$ cat config.mk
export PLATFORM = sky130hd
export DESIGN_NAME = led_pwm_fade_controller_core
export DESIGN_NICKNAME = d
export VERILOG_FILES = /design/src/design/lpwmf_pkg.sv /design/src/design/lpwmf_in_stage.sv /design/src/design/lpwmf_engine.sv /design/src/design/lpwmf_out_stage.sv /design/src/design/led_pwm_fade_controller_core.sv
export VERILOG_INCLUDE_DIRS = /design/src /design/src/design
export SDC_FILE = /design/constraint.sdc
export NUM_CORES = 1
export LEC_CHECK = 0
export ABC_AREA = 1
export BUFFER_PORTS_ARGS = -buffer_cell sky130_fd_sc_hd__buf_2
export CORE_MARGIN = 2
export CORE_UTILIZATION = 40
export CTS_BUF_LIST = sky130_fd_sc_hd__clkbuf_16
export DETAILED_ROUTE_END_ITERATION = 10
export GPL_TIMING_DRIVEN = 0
export MAX_ROUTING_LAYER = met4
export PLACE_DENSITY_LB_ADDON = 0.08
export SYNTH_ARGS = -nofsm -noshare
export SYNTH_HDL_FRONTEND = slang
export SYNTH_SLANG_ARGS = --single-unit
$ cat constraint.sdc
create_clock -name clk -period 6.2 [get_ports clk]
set_clock_uncertainty 0.05 [all_clocks]
set_input_delay 0.62 -clock clk [delete_from_list [all_inputs] [get_ports clk]]
set_output_delay 0.62 -clock clk [all_outputs]
set_load 0.01 [all_outputs]
$ cat src/design/led_pwm_fade_controller_core_assert.svh
// -----------------------------------------------------------------------------
// LED PWM fade controller assertion macros
// Shared concurrent assertion forms used by the fade controller RTL.
// -----------------------------------------------------------------------------
`ifndef LED_PWM_FADE_CONTROLLER_CORE_ASSERT_SVH
`define LED_PWM_FADE_CONTROLLER_CORE_ASSERT_SVH

// Same-cycle implication, checked outside reset.
`define LPWMF_ASSERT_NOW(lbl, clk, rst_n, ante, cons) \
	lbl: assert property (@(posedge clk) disable iff (!rst_n) (ante) |-> (cons)) \
		else $error("lpwmf assertion failed");

// Next-cycle implication, checked outside reset.
`define LPWMF_ASSERT_NEXT(lbl, clk, rst_n, ante, cons) \
	lbl: assert property (@(posedge clk) disable iff (!rst_n) (ante) |=> (cons)) \
		else $error("lpwmf assertion failed");

`endif

$ cat src/design/lpwmf_pkg.sv
// -----------------------------------------------------------------------------
// LED PWM fade controller package
// Payload types, request codes and fixed constants of the fade controller.
// -----------------------------------------------------------------------------
package lpwmf_pkg;

	// PWM resolution; the timer counts 0 .. DUTY_MAX and wraps.
	localparam int unsigned DUTY_BITS = 10;
	localparam int unsigned INT_BITS = 16;
	localparam int unsigned RATE_BITS = 16;
	localparam logic [DUTY_BITS-1:0] DUTY_MAX = {DUTY_BITS{1'b1}};
	localparam logic [RATE_BITS-1:0] FADE_RATE_RST = RATE_BITS'(10);

	// Request codes; codes 5 to 7 are ignored.
	localparam logic [2:0] REQ_TICK = 3'd0;
	localparam logic [2:0] REQ_ON = 3'd1;
	localparam logic [2:0] REQ_OFF = 3'd2;
	localparam logic [2:0] REQ_TOGGLE = 3'd3;
	localparam logic [2:0] REQ_SET = 3'd4;

	typedef struct packed {
		logic [2:0] req_type;
		logic [INT_BITS-1:0] intensity_value;
	} lpwmf_req_t;

	typedef struct packed {
		logic led_lit;
		logic [DUTY_BITS-1:0] duty_level;
		logic fading;
	} lpwmf_rsp_t;

	// Input stage contents handed to the engine.
	typedef struct packed {
		logic valid;
		lpwmf_req_t req;
	} lpwmf_stage_t;

endpackage

$ cat src/design/lpwmf_in_stage.sv
// -----------------------------------------------------------------------------
// LED PWM fade controller input stage
// Registers one request transaction and holds it until the engine takes it.
// -----------------------------------------------------------------------------
module lpwmf_in_stage
	import lpwmf_pkg::*;
(
	input  logic clk,
	input  logic arst_n,
	input  logic in_valid,
	output logic in_stall,
	input  lpwmf_req_t in_data,
	input  logic advance,
	output lpwmf_stage_t stage
);

	logic valid_s1;
	lpwmf_req_t req_s1;

	// The stage is free when empty or when its content moves on this cycle.
	assign in_stall = valid_s1 & ~advance;

	always_ff @(posedge clk or negedge arst_n) begin
		if (!arst_n) begin
			valid_s1 <= 1'b0;
		end else if (!in_stall) begin
			valid_s1 <= in_valid;
		end
	end

	always_ff @(posedge clk) begin
		if (in_valid && !in_stall) begin
			req_s1 <= in_data;
		end
	end

	assign stage.valid = valid_s1;
	assign stage.req = req_s1;

endmodule

$ cat src/design/lpwmf_engine.sv
// -----------------------------------------------------------------------------
// LED PWM fade controller engine
// Holds the PWM and fade state, applies one request per fire and forms the
// result from the updated state.
// -----------------------------------------------------------------------------
`include "led_pwm_fade_controller_core_assert.svh"

module lpwmf_engine
	import lpwmf_pkg::*;
(
	input  logic clk,
	input  logic arst_n,
	input  logic cfg_wr_en,
	input  logic [RATE_BITS-1:0] cfg_wr_data,
	input  logic fire,
	input  lpwmf_req_t req,
	output lpwmf_rsp_t rsp
);

	logic [RATE_BITS-1:0] fade_rate_q;
	logic [DUTY_BITS-1:0] timer_q, timer_d;
	logic [DUTY_BITS-1:0] duty_q, duty_d;
	logic [DUTY_BITS-1:0] target_q, target_d;
	logic on_q, on_d;
	logic pwm_en_q, pwm_en_d;
	logic steady_q, steady_d;
	logic [RATE_BITS-1:0] div_q, div_d;

	logic do_on;
	logic do_off;
	logic [DUTY_BITS-1:0] set_level;

	assign do_on = ~on_q & ((req.req_type == REQ_ON) | (req.req_type == REQ_TOGGLE));
	assign do_off = on_q & ((req.req_type == REQ_OFF) | (req.req_type == REQ_TOGGLE));
	assign set_level = req.intensity_value[INT_BITS-1 -: DUTY_BITS];

	always_comb begin
		timer_d = timer_q;
		duty_d = duty_q;
		target_d = target_q;
		on_d = on_q;
		pwm_en_d = pwm_en_q;
		steady_d = steady_q;
		div_d = div_q;
		case (req.req_type)
			REQ_TICK: begin
				if (pwm_en_q) begin
					if (timer_q == DUTY_MAX) begin
						timer_d = '0;
						// One period has passed; advance the fade divider.
						if (div_q == fade_rate_q) begin
							div_d = '0;
							if (on_q) begin
								if (duty_q == target_q) begin
									steady_d = 1'b1;
									pwm_en_d = 1'b0;
								end else begin
									duty_d = duty_q + 1'b1;
								end
							end else begin
								if (duty_q == '0) begin
									steady_d = 1'b0;
									pwm_en_d = 1'b0;
								end else begin
									duty_d = duty_q - 1'b1;
								end
							end
						end else begin
							div_d = div_q + 1'b1;
						end
					end else begin
						timer_d = timer_q + 1'b1;
					end
				end
			end
			REQ_ON, REQ_OFF, REQ_TOGGLE: begin
				if (do_on || do_off) begin
					on_d = do_on;
					if (fade_rate_q == '0) begin
						steady_d = do_on;
						pwm_en_d = 1'b0;
					end else if (!pwm_en_q) begin
						div_d = '0;
						pwm_en_d = 1'b1;
					end
				end
			end
			REQ_SET: begin
				duty_d = set_level;
				target_d = set_level;
				if (timer_q > set_level) begin
					timer_d = '0;
				end
			end
			default: begin
			end
		endcase
	end

	always_ff @(posedge clk or negedge arst_n) begin
		if (!arst_n) begin
			fade_rate_q <= FADE_RATE_RST;
		end else if (cfg_wr_en) begin
			fade_rate_q <= cfg_wr_data;
		end
	end

	always_ff @(posedge clk or negedge arst_n) begin
		if (!arst_n) begin
			timer_q <= '0;
			duty_q <= DUTY_MAX;
			target_q <= DUTY_MAX;
			on_q <= 1'b0;
			pwm_en_q <= 1'b0;
			steady_q <= 1'b0;
			div_q <= '0;
		end else if (fire) begin
			timer_q <= timer_d;
			duty_q <= duty_d;
			target_q <= target_d;
			on_q <= on_d;
			pwm_en_q <= pwm_en_d;
			steady_q <= steady_d;
			div_q <= div_d;
		end
	end

	// The result reflects the state after this request.
	assign rsp.led_lit = pwm_en_d ? (timer_d < duty_d) : steady_d;
	assign rsp.duty_level = duty_d;
	assign rsp.fading = pwm_en_d;

	`LPWMF_ASSERT_NEXT(a_set_loads_target, clk, arst_n, fire && (req.req_type == REQ_SET), duty_q == target_q)
	`LPWMF_ASSERT_NEXT(a_timer_frozen_when_idle, clk, arst_n, !fire || !pwm_en_q, timer_q == $past(timer_q) || timer_q == '0)

endmodule

$ cat src/design/lpwmf_out_stage.sv
// -----------------------------------------------------------------------------
// LED PWM fade controller output stage
// Result register that presents one result transaction until it is taken.
// -----------------------------------------------------------------------------
module lpwmf_out_stage
	import lpwmf_pkg::*;
(
	input  logic clk,
	input  logic arst_n,
	input  logic load,
	input  lpwmf_rsp_t rsp,
	output logic advance,
	output logic out_valid,
	input  logic out_stall,
	output lpwmf_rsp_t out_data
);

	logic valid_s2;
	lpwmf_rsp_t rsp_s2;

	// A new result may enter when the register is empty or is drained now.
	assign advance = ~valid_s2 | ~out_stall;

	always_ff @(posedge clk or negedge arst_n) begin
		if (!arst_n) begin
			valid_s2 <= 1'b0;
		end else if (advance) begin
			valid_s2 <= load;
		end
	end

	always_ff @(posedge clk) begin
		if (load) begin
			rsp_s2 <= rsp;
		end
	end

	assign out_valid = valid_s2;
	assign out_data = rsp_s2;

endmodule

$ cat src/design/led_pwm_fade_controller_core.sv
// -----------------------------------------------------------------------------
// LED PWM fade controller core
// PWM timer with fade-in and fade-out toward a target intensity, driven by a
// stream of tick and command transactions.
// -----------------------------------------------------------------------------
//
//   Port group   Direction  Handshake              Carries
//   in_*         in         in_valid / in_stall    lpwmf_req_t request
//   out_*        out        out_valid / out_stall  lpwmf_rsp_t result
//   cfg_*        in         cfg_wr_en              fade_rate register
//
// Every request transaction yields exactly one result transaction; it is held
// in the input register and then in the result register. One transaction can
// be accepted in every cycle while the output is not stalled; the rate is set
// by the single engine update between the input register and the result
// register. A stall on the output backs up through the result register into
// the input register and then into in_stall. After reset the fade rate is 10,
// the LED is dark, PWM is off and the duty and target are at full scale.
// -----------------------------------------------------------------------------
`include "led_pwm_fade_controller_core_assert.svh"

module led_pwm_fade_controller_core
	import lpwmf_pkg::*;
(
	input  logic clk,
	input  logic arst_n,
	input  logic in_valid,
	output logic in_stall,
	input  lpwmf_req_t in_data,
	output logic out_valid,
	input  logic out_stall,
	output lpwmf_rsp_t out_data,
	input  logic cfg_wr_en,
	input  logic [RATE_BITS-1:0] cfg_wr_data
);

	lpwmf_stage_t stage;
	lpwmf_rsp_t rsp;
	logic advance;
	logic fire;

	// The input register holds a request until the result register can take
	// its result, so the engine state moves exactly once per request.
	lpwmf_in_stage u_in_stage (
		.clk      (clk),
		.arst_n   (arst_n),
		.in_valid (in_valid),
		.in_stall (in_stall),
		.in_data  (in_data),
		.advance  (advance),
		.stage    (stage)
	);

	// A request is applied to the engine in the cycle it moves on.
	assign fire = stage.valid & advance;

	lpwmf_engine u_engine (
		.clk         (clk),
		.arst_n      (arst_n),
		.cfg_wr_en   (cfg_wr_en),
		.cfg_wr_data (cfg_wr_data),
		.fire        (fire),
		.req         (stage.req),
		.rsp         (rsp)
	);

	// The result register parts the engine from the consumer, so a new request
	// enters while a finished result still waits.
	lpwmf_out_stage u_out_stage (
		.clk       (clk),
		.arst_n    (arst_n),
		.load      (fire),
		.rsp       (rsp),
		.advance   (advance),
		.out_valid (out_valid),
		.out_stall (out_stall),
		.out_data  (out_data)
	);

	`LPWMF_ASSERT_NOW(a_stall_needs_item, clk, arst_n, in_stall, stage.valid)
	`LPWMF_ASSERT_NEXT(a_fire_gives_result, clk, arst_n, fire, out_valid)
	`LPWMF_ASSERT_NEXT(a_drain_empties, clk, arst_n, out_valid && !out_stall && !fire, !out_valid)

endmodule
==> key figures, run 1 <==
Floorplan
  – Core area: 0.01442 mm^2
  – Die width: ~120 um
  – Die Y: about 120 um
  – IO Count: 54
  – Row count: 44
  – Initial Utilization: 40.54%
  – DIE AREA: ~0.016 mm^2

Global routing
  – Vias in the first global route: between 5000 and 6000
  – Antenna violations before repair: 0
  – Total gr overflow: 0
  – Overall routing resource usage: 21.33%
  – Global-route wire length before repair: 25540 um
  – Largest net degree at the start of global routing: 43

Place
  – HPWL Detailed: ~12000 um
  – Global placement routability congestion: approximately 0.90
  – Inst Count DP: about 980
  – PortBufs: 47
  – Area post-placement: between 0.006 and 0.007 mm^2

STA
  – Fmax achieved: about 0.27 GHz
  – Slew Viols, Final: 0
  – Total negative setup slack: 0 ns
  – # setup viols final: 0
  – Rel. slew slack: a little under three fifths
  – Minimum clock period after layout: between 3 and 4 ns
  – Number of failing hold endpoints at the final stage: 0
  – Worst Max-Slew Pin Slew: between 0.6 and 0.7 ns
  – Period utilization: just under 60%
  – RSZ-0062 raised after global routing: no

Synthesis
  – Cell taking the most area after synthesis: dfrtp_1
  – Cell count after synthesis: 750
  – Largest family of logic cells by synthesized area: simple AND/OR/NAND/NOR gates
  – Syn. warnings: 0
  – Synth Area per Inst: between 7 and 8 um^2
  – Mapped Nets: 813
  – Largest cells by area after synthesis: dfrtp_1 19%, nand2_1 14%, edfxtp_1 13%, dfstp_2 9.9%, inv_1 6.6%
  – Synth Area in Compound Gates: between 10% and 20%
  – Register area share after synthesis: 41.98%
  – Synth Area in XOR/XNOR: between 1.5 and 2%
  – Synthesized area: approximately 0.006 mm^2
  – Post-synthesis mux area share: less than 1%
  – Area share of the largest cell type after synthesis: between 15 and 20%
  – Post-synthesis adder-cell area fraction: 4.921%
  – Distinct cell type count after synthesis: 55
  – Yosys reg bits: between 90 and 100
  – Area share of and/or/nand/nor cells after synthesis: 28.80%

Worst setup path
  – Worst R2R Path Depth: 17
  – Critical Path RT: 6.25 ns
  – Worst path slowest cell: a21oi_1
  – Critical path cell sequence: inv_1, ha_1, nand2_1, nor2_1, nand4_1, nand3_1, o21ai_1, a21oi_1, o21ai_2, o21ai_1, nand2_1, ha_1, nand4_1, o221ai_1, nor2_1, nand2_1, nand2_1
  – Crit path max fanout: 6
  – Arr. time, crit path: around 3.7 ns
  – Worst setup path class: flip-flop to flip-flop
  – Setup crit start kind: flip-flop
  – Crit-path most repeated cell: nand2_1
  – CP max stage delay: 0.56 ns
  – Crit. End Element: flip-flop

Worst hold path
  – Worst Hold Class: input pin to async pin

CTS
  – Sink Count: a little over 90
  – H-Tree Depth: 3
  – Total CTS buffers: 9
  – CTS tree: yes
  – Clk slew on worst S/H paths: 0.07 ns
  – Clock latency on the worst-skew pair: about 0.36 ns
  – CTS Hold Bufs: 0
  – Post-CTS sizing: 0
  – Postcts setup bufs: 0
  – Clk root buf: clkbuf_16
  – Clock Tree Buf Depth: 2

Layout
  – Fin util: between 40% and 50%
  – Most common cell after layout, fill and taps aside: nand2_1
  – Layout Nets: around 870
  – P&R area growth vs syn: 13.05%
  – Antenna Cells: 0
  – Post-Layout Inst Area: 0.006611 mm^2
  – Finished Layout Cells: approximately 1000
  – Share of layout cells above drive strength 1: between 10% and 20%
  – Fill count: between 1000 and 1500
  – Most frequent cells in the layout: 214 x nand2_1, 103 x inv_1, 55 x buf_2, 55 x o21ai_0, 45 x dfrtp_1

Detailed routing
  – DRT antenna net count: 0
  – Via count: between 5000 and 6000
  – DRT iter0 DRCs: 313
  – Via density: slightly above 5
  – Routed len/inst: between 15 and 20 um
  – # DRC: 0
  – Drt pass-1 iters: 5
  – WL final: around 15000 um

Power
  – Switching power total: slightly above 900 uW
  – P_int: 1.360 mW
  – Comb power frac: between 30% and 40%
  – Pleak: just over 3 nW
  – Sequential power share: between 40 and 50%
  – Clock share of power: between 20% and 30%
  – Switching share of power: 40.37%
  – Power Density: ~340 mW/mm^2
  – Maximum VDD drop: about 0.15 mV

Outcome
  – Status: complete, no violations

Run
  – MaxCap Viol Count: 0
==> per-layer routing <==
metal,routed length [um],share of wire (%),up-vias,GRT usage (%)
met5,0,0,-,-
met4,374,2.4,0,7.320
met3,530,3.4,25,3.780
met2,7778,50,95,36.03
met1,6727,44,2438,25.86
li1,-,-,2575,-
==> kinds of logic after synthesis <==
logic type | after synthesis
DFF | 92
xor gates and xnor gates | 13
adders and majority gates | 23
muxes | 1
buffers and inverters | 141
and+or+nand+nor | 355
AOI/OAI and AO/OA | 125
==> area by class of cell <==
cell class / instances / area [um^2] / area share, %
Clock buffer: 9 / 225.2 / 3.407
Buffer: 18 / 90.09 / 1.363
Timing Repair Buffer: 48 / 265.3 / 4.012
Tap cell: 184 / 230.2 / 3.482
Inverter: 123 / 470.5 / 7.116
Clock inverter: 7 / 42.54 / 0.6435
Multi-Input combinational cell: 517 / 2833 / 42.85
Sequential cell: 92 / 2455 / 37.13
==> per-stage QoR <==
stage          hold slack [ns]  total power [mW]  setup slack (ns)
6_report                0.1503             2.280             2.541
5_1_grt                 0.1669             2.462             2.285
4_1_cts                 0.1579             2.297             2.583
3_5_place_dp            0.4349             1.770             2.595
3_3_place_gp            0.4231             1.752             2.664
2_1_floorplan           0.2744             1.522             3.331
==> flip-flops by register name, indices dropped and copies added (netlist names) <==
| register | count |
|---|---|
| u_engine.target_q | 10 |
| u_in_stage.valid_s1 | 1 |
| u_out_stage.out_valid | 1 |
| u_engine.duty_q | 10 |
| u_in_stage.stage | 13 |
| u_out_stage.out_data | 12 |
| u_engine.steady_q | 1 |
| u_engine.fade_rate_q | 16 |
| u_engine.pwm_en_q | 1 |
| u_engine.timer_q | 10 |
| u_engine.on_q | 1 |
| u_engine.div_q | 16 |
==> path summary, 6_finish.rpt <==
| path | startpoint | to | slack (ns) |
|---|---|---|---|
| max in group asynchronous | arst_n | u_engine.target_q[6]$_DFFE_PN1P_ | 5.35 |
| hold / removal | arst_n | u_engine.steady_q$_DFFE_PN0P_ | 0.15 |
| hold reg to reg | u_in_stage.stage[9]$_DFFE_PP_ | u_engine.target_q[3]$_DFFE_PN1P_ | 0.45 |
| setup / recovery | u_in_stage.stage[15]$_DFFE_PP_ | u_out_stage.out_data[11]$_DFFE_PP_ | 2.54 |
| min in group clk | in_data[15] | u_in_stage.stage[15]$_DFFE_PP_ | 0.39 |
| setup reg to reg | u_in_stage.stage[15]$_DFFE_PP_ | u_out_stage.out_data[11]$_DFFE_PP_ | 2.54 |
==> power by group through the flow <==
| stage | Clock, mW | Sequential [mW] | Combinational [mW] |
|---|---|---|---|
| 2_1_floorplan | 0 | 0.919 | 0.603 |
| 3_3_place_gp | 0 | 0.946 | 0.806 |
| 3_5_place_dp | 0 | 0.951 | 0.820 |
| 4_1_cts | 0.534 | 0.939 | 0.825 |
| 5_1_grt | 0.562 | 0.958 | 0.942 |
| 6_report | 0.519 | 0.939 | 0.822 |
==> worst max-delay path, delay by kind of cell, from the launching register on <==
family,cells,cell delay [ns]
compound gates,5,1.29
simple gates,9,0.94
fa+ha+maj,2,0.62
flops,1,0.43
buf+inv,1,0.07
==> synthesized netlist by cell type, drive strengths merged <==
cell type / n
o22ai: 15
xor2: 11
o21bai: 2
nor3b: 1
nand3: 43
a31oi: 3
edfxtp: 25
o41ai: 1
a22o: 1
a21oi: 21
xnor2: 2
nor4: 3
o21a: 3
o21ai: 64
nor2: 57
buf: 12
o221ai: 1
clkbuf: 6
dfstp: 22
inv: 119
nand2: 221
or2: 1
ha: 23
mux2: 1
nor3: 15
a22oi: 5
clkinv: 4
o2111ai: 1
nand4: 14
o32ai: 2
o211ai: 1
dfrtp: 45
a211oi: 2
o31ai: 3
Note: power is estimated with default switching activity, not from simulation.
==> run 2: changes to the inputs <==
- clock period: 6.2 -> 3.57 ns (I/O delays scaled with it)
==> key figures, run 2 (synthesized netlist as in run 1, its figures left out) <==
Outcome
  – Status: complete, no violations

STA
  – # setup viols final: 0 (unchanged)
  – Number of failing hold endpoints at the final stage: 0 (unchanged)
  – Fmax achieved: 0.2998 GHz (+9.7%)
  – Period utilization: 93.44% (+34 points)
  – Worst Max-Slew Pin Slew: 0.5780 ns (-0.07321 ns)
  – Setup slack after layout: 0.2343 ns (-2.307 ns)
  – Slew Viols, Final: 0 (unchanged)
  – RSZ-0062 raised after global routing: no
  – Rel. slew slack: 61.47% (+4.9 points)
  – Total negative setup slack: 0 ns (unchanged)
  – Minimum clock period after layout: 3.336 ns (-0.3229 ns)

Worst setup path
  – Arr. time, crit path: 3.50 ns (-0.21 ns)
  – Register-to-Register Setup Slack: 0.23 ns (-2.31 ns)
  – Reg2reg end: u_out_stage.out_data[11]$_DFFE_PP_
  – Critical Path RT: 3.74 ns (-2.51 ns)
  – Crit path max fanout: 5 (-1)
  – FF-to-FF Start: u_engine.duty_q[1]$_DFFE_PN1P_
  – Worst R2R Path Depth: 20 (+3)
  – Worst setup path class: flip-flop to flip-flop
  – Crit. End Element: flip-flop
  – Setup crit start kind: flip-flop

Place
  – Area post-placement: 0.006344 mm^2 (unchanged)
  – Global placement routability congestion: 0.8969 (unchanged)
  – PortBufs: 47 (unchanged)
  – HPWL Detailed: 11960 um (unchanged)
  – Pre-CTS worst setup slack: -0.03476 ns (-2.630 ns)

CTS
  – Clk root buf: clkbuf_16
  – Total CTS buffers: 9 (unchanged)
  – H-Tree Depth: 3 (unchanged)
  – Clk slew on worst S/H paths: 0.08 ns (about the same)
  – Clock latency on the worst-skew pair: 0.36 ns (about the same)
  – Postcts setup bufs: 0 (unchanged)
  – Sink Count: 92 (unchanged)
  – Clock Tree Buf Depth: 2 (unchanged)
  – CTS tree: yes

Layout
  – Most common cell after layout, fill and taps aside: nand2_1
  – Most frequent cells in the layout: 214 x nand2_1, 103 x inv_1, 55 x buf_2, 55 x o21ai_0, 45 x dfrtp_1
  – Share of layout cells above drive strength 1: 20.12% (+0.47 points)
  – P&R area growth vs syn: 13.65%
  – Fill count: 1468 (-0.41%)
  – Layout Nets: 873 (+0.11%)
  – Reg area: 0.002455 mm^2 (unchanged)
  – Post-Layout Inst Area: 0.006646 mm^2 (+0.53%)
  – Area of the multi-input gates: 0.002858 mm^2 (+0.88%)
  – Antenna Cells: 0 (unchanged)

Worst hold path
  – Worst Hold Class: input pin to flip-flop
  – WHS Endpoint: u_in_stage.stage[15]$_DFFE_PP_
  – WHS Path Cells: 1
  – Min-delay src: in_data[15]

Floorplan
  – IO Count: 54 (unchanged)
  – Row count: 44 (unchanged)
  – DIE AREA: 0.01560 mm^2 (unchanged)
  – Die Y: 124.9 um (unchanged)
  – Initial Utilization: 40.54% (unchanged)
  – Die width: 124.9 um (unchanged)
  – Core area: 0.01442 mm^2 (unchanged)

Detailed routing
  – DRT iter0 DRCs: 270 (-14%)
  – Via count: 5140 (+0.14%)
  – Via density: 5.145 (about the same)
  – Drt pass-1 iters: 5 (unchanged)
  – # DRC: 0 (unchanged)
  – WL final: 15450 um (+0.24%)
  – DRT antenna net count: 0 (unchanged)
  – Routed len/inst: 15.46 um (+0.14%)

Global routing
  – Total gr overflow: 0 (unchanged)
  – Overall routing resource usage: 21.35% (about the same)
  – Antenna violations before repair: 0 (unchanged)
  – Global-route wire length before repair: 25560 um (about the same)
  – Largest net degree at the start of global routing: 43 (unchanged)
  – Vias in the first global route: 5115 (+0.25%)

Power
  – Power, Total: 3.977 mW (+74%)
  – Power Density: 598.3 mW/mm^2 (+74%)
  – Pleak: 3.083 nW (+0.39%)
  – Maximum VDD drop: 0.2619 mV (+74%)

Run
  – MaxCap Viol Count: 0 (unchanged)
-- run 2: cell count changes in the layout (fill, tap and decap cells not counted), sizes merged --
cell	delta
dlygate4sd3	+1
-- run 2: how the worst max path moves through the flow --
stage / from / to / cells past startpoint
2_1_floorplan: u_engine.timer_q[9]$_DFFE_PN0P_ / u_out_stage.out_data[11]$_DFFE_PP_ / 16
3_3_place_gp: u_in_stage.stage[15]$_DFFE_PP_ / u_out_stage.out_data[11]$_DFFE_PP_ / 17
3_5_place_dp: u_in_stage.stage[15]$_DFFE_PP_ / u_out_stage.out_data[11]$_DFFE_PP_ / 17
4_1_cts: u_in_stage.stage[15]$_DFFE_PP_ / u_out_stage.out_data[11]$_DFFE_PP_ / 17
5_1_grt: u_engine.duty_q[0]$_DFFE_PN1P_ / u_out_stage.out_data[11]$_DFFE_PP_ / 16
6_report: u_engine.duty_q[1]$_DFFE_PN1P_ / u_out_stage.out_data[11]$_DFFE_PP_ / 20
-- run 2: repair_timing --
action | CTS | global route
hold endpoints to repair | 16 | 0
hold buffers | 1 | 0
cloned | 0 | 0
pin swaps | 0 | 1
resized for setup | 1 | 4
endpoints found under the setup margin | 1 | 1
-- run 2: stage by stage --
stage,util [%],instances,hold WS (ns)
2_1_floorplan,-,750,0.01141
3_3_place_gp,43.77,981,0.4231
3_5_place_dp,43.98,982,0.2754
4_1_cts,45.93,999,0.1143
5_1_grt,46.08,999,0.1129
6_report,46.08,999,0.1271
-- run 2: critical path, cell delays in order, from the launching register on --
cell and delay [ns]:
dfstp_2 0.40, inv_1 0.15, ha_1 0.21, nand3_2 0.14, nor2_2 0.17, nand4_1 0.23, nand2_2 0.22, nor2_4 0.05
nand2_1 0.07, xor2_1 0.15, nand2_1 0.09, nand3_2 0.12, inv_1 0.06, ha_1 0.19, a21oi_1 0.16, nor2_1 0.05
a211oi_1 0.21, o221ai_1 0.18, nor2_1 0.15, nand2_1 0.07, nand2_1 0.08
-- run 2: layout make-up --
class / instances / share of cell area (%)
Clock inverter: 7 / 0.6401
Buffer: 18 / 1.355
Sequential cell: 92 / 36.94
Inverter: 123 / 7.078
Tap cell: 184 / 3.464
Multi-Input combinational cell: 517 / 43.00
Clock buffer: 9 / 3.389
Timing Repair Buffer: 49 / 4.142
-- run 2: metal layers --
metal,track usage [%],share of wire (%)
met5,-,0
met4,7.582,2.4
met3,3.780,3.7
met2,35.90,50
met1,25.92,44
-- run 2: report_power, final --
group	switching, mW	internal, mW
clock	0.434	0.468
combinational	0.950	0.495
sequential	0.226	1.40
==> run 3: changes to the inputs <==
- CELL_PAD_IN_SITES_DETAIL_PLACEMENT: default -> 2
- CELL_PAD_IN_SITES_GLOBAL_PLACEMENT: default -> 2
- CORE_UTILIZATION: 40 -> 36
==> key figures, run 3 (synthesized netlist as in run 1, its figures left out) <==
Place
  – Global placement routability congestion: 0.8864 (-1.2%)
  – Inst Count DP: 1014 (+3.3%)
  – HPWL Detailed: 15540 um (+30%)
  – Area post-placement: 0.006376 mm^2 (+0.51%)
  – PortBufs: 47 (unchanged)

Layout
  – Share of layout cells above drive strength 1: 23.30% (+3.2 points)
  – Finished Layout Cells: 1040 (+4.1%)
  – Layout Nets: 882 (+1.0%)
  – Antenna Cells: 0 (unchanged)
  – Fill count: 1881 (+28%)
  – Most common cell after layout, fill and taps aside: nand2_1
  – Most frequent cells in the layout: 211 x nand2_1, 102 x inv_1, 55 x buf_2, 55 x o21ai_0, 45 x dfrtp_1
  – Fin util: 43.24% (-2.8 points)
  – Post-Layout Inst Area: 0.006869 mm^2 (+3.4%)
  – P&R area growth vs syn: 17.46%
  – Reg area: 0.002455 mm^2 (unchanged)
  – Area of the multi-input gates: 0.002953 mm^2 (+3.3%)

Power
  – Clock share of power: 22.7% (about the same)
  – Pleak: 3.152 nW (+2.3%)
  – Power, Total: 4.297 mW (+8.1%)
  – Maximum VDD drop: 0.2410 mV (-8.0%)
  – Switching share of power: 42.16% (+1.7 points)
  – P_int: 2.485 mW (+5.0%)
  – Switching power total: 1.812 mW (+13%)
  – Power Density: 625.6 mW/mm^2 (+4.6%)
  – Comb power frac: 38.9% (+2.6 points)
  – Sequential power share: 38.4% (-2.6 points)

CTS
  – H-Tree Depth: 3 (unchanged)
  – Sink Count: 92 (unchanged)
  – Clock Tree Buf Depth: 2 (unchanged)
  – Clk root buf: clkbuf_16
  – Clk slew on worst S/H paths: 0.07 ns (about the same)
  – CTS tree: yes
  – Clock latency on the worst-skew pair: 0.36 ns (about the same)
  – Total CTS buffers: 9 (unchanged)

STA
  – Worst Max-Slew Pin Slew: 0.6395 ns (+0.06148 ns)
  – Rel. slew slack: 56.92% (-4.5 points)
  – # setup viols final: 0 (unchanged)
  – Number of failing hold endpoints at the final stage: 0 (unchanged)
  – Minimum clock period after layout: 3.413 ns (+0.07709 ns)
  – Slew Viols, Final: 0 (unchanged)
  – Period utilization: 95.60% (+2.2 points)
  – Total negative setup slack: 0 ns (unchanged)
  – Fmax achieved: 0.2930 GHz (-2.3%)

Detailed routing
  – DRT antenna net count: 0 (unchanged)
  – Drt pass-1 iters: 4 (-1)
  – # DRC: 0 (unchanged)
  – DRT iter0 DRCs: 153 (-43%)
  – WL final: 20510 um (+33%)
  – Routed len/inst: 19.72 um (+28%)
  – Via density: 5.241 (+1.9%)
  – Via count: 5451 (+6.1%)

Global routing
  – Vias in the first global route: 6166 (+21%)
  – Largest net degree at the start of global routing: 37 (-14%)
  – GRT met3 Usage: 2.431% (-1.3 points)
  – Global-route wire length before repair: 32600 um (+28%)
  – Antenna violations before repair: 0 (unchanged)
  – Total gr overflow: 0 (unchanged)
  – Met1 Use GR: 27.19% (+1.3 points)
  – GR Util met2: 45.78% (+9.9 points)
  – Overall routing resource usage: 24.73% (+3.4 points)
  – Gr busiest metal: met2

Worst setup path
  – Reg2reg end: u_out_stage.out_data[11]$_DFFE_PP_
  – Setup crit start kind: flip-flop
  – CP max stage delay: 0.60 ns (+0.20 ns)
  – Critical Path RT: 3.62 ns (-0.12 ns)
  – Worst R2R Path Depth: 18 (-10%)
  – CP bufs+invs: 2 (unchanged)
  – Arr. time, crit path: 3.46 ns (-0.04 ns)
  – Register-to-Register Setup Slack: 0.16 ns (-0.08 ns)
  – Crit. End Element: flip-flop
  – CP top delay family: simple AND/OR/NAND/NOR gates
  – Worst setup path class: flip-flop to flip-flop
  – Critical path cell sequence: clkinvlp_4, buf_4, nand3_4, nor2_2, nand3_2, nand2_1, o41ai_2, nand3_1, nand3_1, nand2_2, ha_4, nand2_1, nor2_2, a211oi_2, o221ai_2, nor2_1, nand2_1, nand2_1
  – Crit path max fanout: 5 (unchanged)
  – FF-to-FF Start: u_engine.duty_q[2]$_DFFE_PN1P_
  – Worst path slowest cell: dfstp_2
  – Crit-path most repeated cell: nand2_1

Floorplan
  – Die width: 131.5 um (+5.2%)
  – Core area: 0.01589 mm^2 (+10%)
  – Initial Utilization: 36.81% (-3.7 points)
  – Die Y: 131.5 um (+5.2%)
  – IO Count: 54 (unchanged)
  – Row count: 46 (+4.5%)
  – DIE AREA: 0.01728 mm^2 (+11%)

Worst hold path
  – Min-delay src: in_data[15]
  – WHS Path Cells: 1 (unchanged)
  – Worst Hold Class: input pin to flip-flop
  – WHS Endpoint: u_in_stage.stage[15]$_DFFE_PP_

Run
  – MaxCap Viol Count: 0 (unchanged)

Outcome
  – Status: complete, no violations
-- run 3: cell type report --
| class | instances | share of cell area, % |
|---|---|---|
| multi-input combinational | 517 | 42.99 |
| sequential | 92 | 35.74 |
| inverter | 123 | 6.940 |
| timing repair buffer | 59 | 4.991 |
| tap | 216 | 3.934 |
| clock buffer | 9 | 3.279 |
| buffer | 17 | 1.257 |
| clock inverter | 7 | 0.8743 |
-- run 3: worst max-delay path by stage --
stage,end,from,cells after the start,slack [ns]
2_1_floorplan,u_out_stage.out_data[11]$_DFFE_PP_,u_engine.timer_q[9]$_DFFE_PN0P_,16,0.70
3_3_place_gp,u_out_stage.out_data[11]$_DFFE_PP_,u_in_stage.stage[15]$_DFFE_PP_,17,-0.07
3_5_place_dp,u_out_stage.out_data[11]$_DFFE_PP_,u_in_stage.stage[15]$_DFFE_PP_,17,-0.21
4_1_cts,u_out_stage.out_data[11]$_DFFE_PP_,u_in_stage.stage[15]$_DFFE_PP_,17,0.007
5_1_grt,u_out_stage.out_data[11]$_DFFE_PP_,u_engine.duty_q[2]$_DFFE_PN1P_,20,-0.09
6_report,u_out_stage.out_data[11]$_DFFE_PP_,u_engine.duty_q[2]$_DFFE_PN1P_,18,0.16
-- run 3: power groups by stage --
| stage | Sequential [mW] | Combinational [mW] | Clock [mW] |
|---|---|---|---|
| final | 1.65 | 1.67 | 0.974 |
| after global routing | 1.69 | 1.88 | 1.03 |
| after CTS | 1.65 | 1.57 | 0.991 |
| after detailed placement | 1.67 | 1.53 | 0 |
| after global placement | 1.65 | 1.43 | 0 |
| after floorplan | 1.60 | 1.05 | 0 |
-- run 3: metrics by stage --
stage | worst slack (ns) | hold slack, ns
detailed placement | -0.2081 | 0.2988
finish | 0.1573 | 0.1239
global placement | -0.06880 | 0.4229
floorplan | 0.7010 | 0.01141
global route | -0.08771 | 0.1204
CTS | 0.006683 | 0.1165
-- run 3: repair_timing --
item                       4_1_cts  5_1_grt
hold buffers                     1        0
pin swaps                        1       13
buffers inserted                 1        9
setup endpoints to repair        1        1
resized for setup                3       26
hold endpoints to repair        18        0
-- run 3: routing by layer --
metal / vias up / routed length [um]
met5: - / 0
met4: 0 / 565
met3: 40 / 433
met2: 96 / 11140
met1: 2730 / 8362
li1: 2585 / -
